--- src/hdl/assert_macros.svh ---
// assertion helpers used by the datapath, clocked on clk and disabled in reset
`ifndef ASSERT_MACROS_SVH
`define ASSERT_MACROS_SVH

// property that must hold at every edge
`define OPSIM_ASSERT(lbl, prop, msg) \
	lbl: assert property (@(posedge clk) disable iff (!arst_n) (prop)) else $error(msg);

// consequence that must hold in the cycle after the trigger
`define OPSIM_ASSERT_NEXT(lbl, ante, cons, msg) \
	lbl: assert property (@(posedge clk) disable iff (!arst_n) (ante) |=> (cons)) else $error(msg);

`endif

--- src/hdl/opsim_pkg.sv ---
package opsim_pkg;

	// cache size register
	localparam int CFG_W = 5;
	localparam logic [CFG_W-1:0] CACHE_SIZE_RST = 5'd4;

	// controller states
	typedef enum logic [2:0] {
		ST_LOAD,
		ST_BEGIN,
		ST_FETCH,
		ST_CHECK,
		ST_SCAN,
		ST_PICK,
		ST_REPLACE,
		ST_FINISH
	} state_t;

	// commands from controller to datapath
	typedef struct packed {
		logic accept;
		logic start_run;
		logic check;
		logic scan;
		logic pick;
		logic replace;
		logic finish;
	} cmd_t;

	// status from datapath to controller
	typedef struct packed {
		logic zero_ways;
		logic hit;
		logic full;
		logic last_pos;
		logic scan_idle;
		logic pick_last;
	} status_t;

endpackage

--- src/hdl/opsim_ctrl.sv ---
module opsim_ctrl (
	input  logic               clk,
	input  logic               arst_n,
	input  logic               start,
	input  logic               last,
	input  opsim_pkg::status_t status,
	output opsim_pkg::cmd_t    cmd,
	output logic               busy,
	output logic               done
);

	opsim_pkg::state_t state_q;
	opsim_pkg::state_t state_nxt;

	// state register
	always_ff @(posedge clk or negedge arst_n) begin
		if (!arst_n) begin
			state_q <= opsim_pkg::ST_LOAD;
		end else begin
			state_q <= state_nxt;
		end
	end

	// next state and commands
	always_comb begin
		state_nxt = state_q;
		cmd       = '0;
		case (state_q)
			opsim_pkg::ST_LOAD: begin
				if (start) begin
					cmd.accept = 1'b1;
					if (last) begin
						state_nxt = opsim_pkg::ST_BEGIN;
					end
				end
			end
			opsim_pkg::ST_BEGIN: begin
				cmd.start_run = 1'b1;
				state_nxt = status.zero_ways ? opsim_pkg::ST_FINISH : opsim_pkg::ST_FETCH;
			end
			opsim_pkg::ST_FETCH: begin
				state_nxt = opsim_pkg::ST_CHECK;
			end
			opsim_pkg::ST_CHECK: begin
				cmd.check = 1'b1;
				if (status.hit || !status.full) begin
					state_nxt = status.last_pos ? opsim_pkg::ST_FINISH : opsim_pkg::ST_FETCH;
				end else begin
					state_nxt = opsim_pkg::ST_SCAN;
				end
			end
			opsim_pkg::ST_SCAN: begin
				cmd.scan = 1'b1;
				if (status.scan_idle) begin
					state_nxt = opsim_pkg::ST_PICK;
				end
			end
			opsim_pkg::ST_PICK: begin
				cmd.pick = 1'b1;
				if (status.pick_last) begin
					state_nxt = opsim_pkg::ST_REPLACE;
				end
			end
			opsim_pkg::ST_REPLACE: begin
				cmd.replace = 1'b1;
				state_nxt = status.last_pos ? opsim_pkg::ST_FINISH : opsim_pkg::ST_FETCH;
			end
			opsim_pkg::ST_FINISH: begin
				cmd.finish = 1'b1;
				state_nxt  = opsim_pkg::ST_LOAD;
			end
			default: begin
				state_nxt = opsim_pkg::ST_LOAD;
			end
		endcase
	end

	// handshake flags
	assign busy = (state_q != opsim_pkg::ST_LOAD);
	assign done = (state_q == opsim_pkg::ST_FINISH);

endmodule

--- config.mk ---
export PLATFORM = sky130hd
export DESIGN_NAME = opsim_ctrl
export DESIGN_NICKNAME = d
export VERILOG_FILES = /design/src/hdl/assert_macros.svh /design/src/hdl/opsim_pkg.sv /design/src/hdl/opsim_ctrl.sv
export SDC_FILE = /design/constraint.sdc
export NUM_CORES = 1
export LEC_CHECK = 0
export BUFFER_PORTS_ARGS = -buffer_cell sky130_fd_sc_hd__buf_2
export CAP_MARGIN = 20
export CORE_AREA = 2 2 39 41
export CTS_CLUSTER_SIZE = 30
export DETAILED_ROUTE_END_ITERATION = 10
export DIE_AREA = 0 0 41 43
export SYNTH_ARGS = -nofsm -noshare
export SYNTH_HDL_FRONTEND = slang
export SYNTH_SLANG_ARGS = --single-unit
--- constraint.sdc ---
create_clock -name clk -period 1.3 [get_ports clk]
set_input_delay 0.13 -clock clk [delete_from_list [all_inputs] [get_ports clk]]
set_output_delay 0.13 -clock clk [all_outputs]
set_load 0.02 [all_outputs]
==> impl_metrics.yaml <==
timing:
  max_freq_mhz: 754.6
  worstMarginPinSlew_ns: 0.2701
  fin_worst_skew_ns: 0.001522
  rsz0062_at_grt: "true"
  min_period_ns: 1.325
  period_share_pct: 101.9
  setup_slack_ns: -0.02515
  finalHoldViolations: 0
  setup_viol: 1
  slew_violations: 0
  relSlewSlack_pct: 81.95
routing:
  drt_iter0_drc: 8
  first_pass_iters: 4
  vias: 341
  vias_per_cell: 4.372
  routedWlPerCell_um: 8.923
  finalWirelength_um: 696
  ant_nets: 0
  drc: 0
critical_path:
  crit_chain: "or3_4 > nor2_4 > buf_6"
  critical-path-top-delay-family: "simple AND/OR/NAND/NOR gates"
  worstSetupPathType: "flip-flop to primary output"
  cpPeakStageDelay_ns: 0.40
  slowest_stage: "or3_4"
  crit_fanout: 2
  critPathArrivalTime_ns: 1.20
  critical_path_cell_count: 3
  cp-end-kind: "primary output"
  required_ns: 1.17
  path_buf_inv: 1
  reg2reg_depth: 4
  timing.rr.start: "state_q[2]$_DFFE_PN0P_"
  startpoint_type: "flip-flop"
  worstSetupStartpoint: "state_q[0]$_DFFE_PN0P_"
logic_synthesis:
  synthCells: 40
  syn_area_per_cell_um2: 7.507
  seq_area_frac_synth_pct: 25.00
  synth_largest_area_cell: "dfrtp_1"
  syn_nets: 50
  synth_area_leaders: "dfrtp_1, nand2b_1, o21a_1, nor2_1, o311ai_2"
  synth_seq_cells: 3
  synth.top_cell.area_share_pct: 25.00
  ys_types: 21
  yosys_warnings: 0
  netlist_area_um2: 300.3
pwr:
  pwr-share-seq_pct: 14.7
  intPower_uw: 632.5
  p_switching_uw: 546.0
  clockPowerShare_pct: 13.7
  power.leakage_nw: 0.2287
  peakVddDrop_v: 0.0007190
  p_per_area_nw_per_um2: 2498
  swShare_pct: 46.33
  combinationalPowerShare_pct: 71.6
  p_total_mw: 1.179
floorplanning:
  ios: 19
  die_area_um2: 1763
  die_w_um: 41
  die_y_um: 43
  fp-row-count: 14
  coreArea_um2: 1384
  initial_core_util_pct: 21.70
clock_network:
  clockRootBuffer: "clkbuf_4"
  clockBufferDepth: 2
  cts_buffers: 3
  clock_sinks: 3
  cts_tree: "done"
  path_clk_slew_ns: 0.04
  h-tree-depth: 1
  clk_latency_ns: 0.23
outcome:
  failed_checks: "negative setup slack"
  status: "complete, but fails checks"
global_route:
  antenna_found_initial: 0
  use_met2_pct: 13.75
  gr-total-overflow: 0
  grt_pass1_vias: 306
  gr-usage-met3_pct: 3.141
  grt_start_max_net_pins: 15
  use_met1_pct: 11.04
  busiest_layer: "met2"
  grt_pass1_wl_um: 1110
  grtUsageTotal_pct: 9.366
place:
  hpwl_um: 544.8
  io_buffers: 18
  gp_congestion: 0.7888
layout:
  layout_common_cells: "buf_2, nor2_1, nand2_1, nand2b_1"
  largest_reg_flops: 3
  drive_gt1_share_pct: 46.77
  fill_cells: 157
  fin_util_pct: 34.09
  final_nets: 73
  layout_commonest_cell: "buf_2"
  areaGrowthSynthToFinish_pct: 57.08
  antenna_cells: 0
  regMostFlops: "state_q"
  largest_registers: "state_q: 3 flops"
worst_hold_path:
  hp-class: "input port to async pin"
job:
  cap_violations: 0
cells by family after synthesis:
family          share of synthesized area [%]
simple gates                            34.58
compound gates                          27.08
buf+inv                                 13.33
flops                                   25.00
power groups by stage:
| stage | sequential, mW | combinational (mW) | clock, mW |
|---|---|---|---|
| final | 0.173 | 0.844 | 0.161 |
| after global routing | 0.184 | 0.930 | 0.177 |
| after CTS | 0.168 | 0.821 | 0.166 |
| after detailed placement | 0.165 | 0.791 | 0 |
| after global placement | 0.165 | 0.779 | 0 |
| after floorplan | 0.178 | 0.596 | 0 |
cell type report:
type | instances | area [um^2] | area share [%]
clock buffers | 4 | 26.28 | 5.570
inverters | 3 | 11.26 | 2.387
multi-input cells | 30 | 200.2 | 42.44
flip-flops and latches | 3 | 75.07 | 15.92
well taps | 16 | 20.02 | 4.244
repair buffers | 22 | 138.9 | 29.44
worst register-to-register path, delay by kind of cell, from the launching register on:
kind                   cells  cell delay [ns]
AND/OR/NAND/NOR            1             0.15
buffers and inverters      1             0.15
AO/OA/AOI/OAI              2             0.35
flip-flops                 1             0.38
cell usage after synthesis, drive strengths merged:
| cell | count |
|---|---|
| nor2 | 6 |
| buf | 4 |
| nand2 | 4 |
| nand2b | 4 |
| dfrtp | 3 |
| inv | 3 |
| o21a | 3 |
| nor3b | 2 |
| o21ai | 2 |
| a211oi | 1 |
| a21oi | 1 |
| a31oi | 1 |
| nand3 | 1 |
| nor2b | 1 |
| o2bb2ai | 1 |
| o311ai | 1 |
| or2 | 1 |
| or3 | 1 |
path summary, 6_finish.rpt:
kind,to,slack (ns)
min reg2reg,state_q[2]$_DFFE_PN0P_,0.61
max,cmd[6],-0.03
min in group clk,state_q[2]$_DFFE_PN0P_,0.24
min,state_q[1]$_DFFE_PN0P_,0.22
max reg2reg,state_q[0]$_DFFE_PN0P_,0.21
max in group asynchronous,state_q[2]$_DFFE_PN0P_,0.97
layer usage:
layer	up-vias	part of all wire, %
met2	10	51
li1	177	-
met5	-	0
met1	154	43
met4	0	0
met3	0	6.2
timing repair:
action,in CTS,in global routing
cloned,0,0
buffers inserted,0,0
gates resized for setup,4,4
pin swaps,1,0
endpoints found under the hold margin,3,0
hold buffers,1,0
setup endpoints to repair,2,7
stage by stage:
step                area, um^2  TNS (ns)  std cells  worst slack [ns]  hold WS (ns)
floorplan                300.3         0         40           0.02817       -0.1656
global placement         404.1         0         73            0.1895      -0.07202
detailed placement       404.1         0         73            0.1753      -0.07158
CTS                      456.7  -0.03581         78          -0.03456        0.2256
global route             471.7   -0.2089         78          -0.08146        0.2339
finish                   471.7  -0.02515         78          -0.02515        0.2240
No activity file was read; power rests on OpenSTA's default activity.
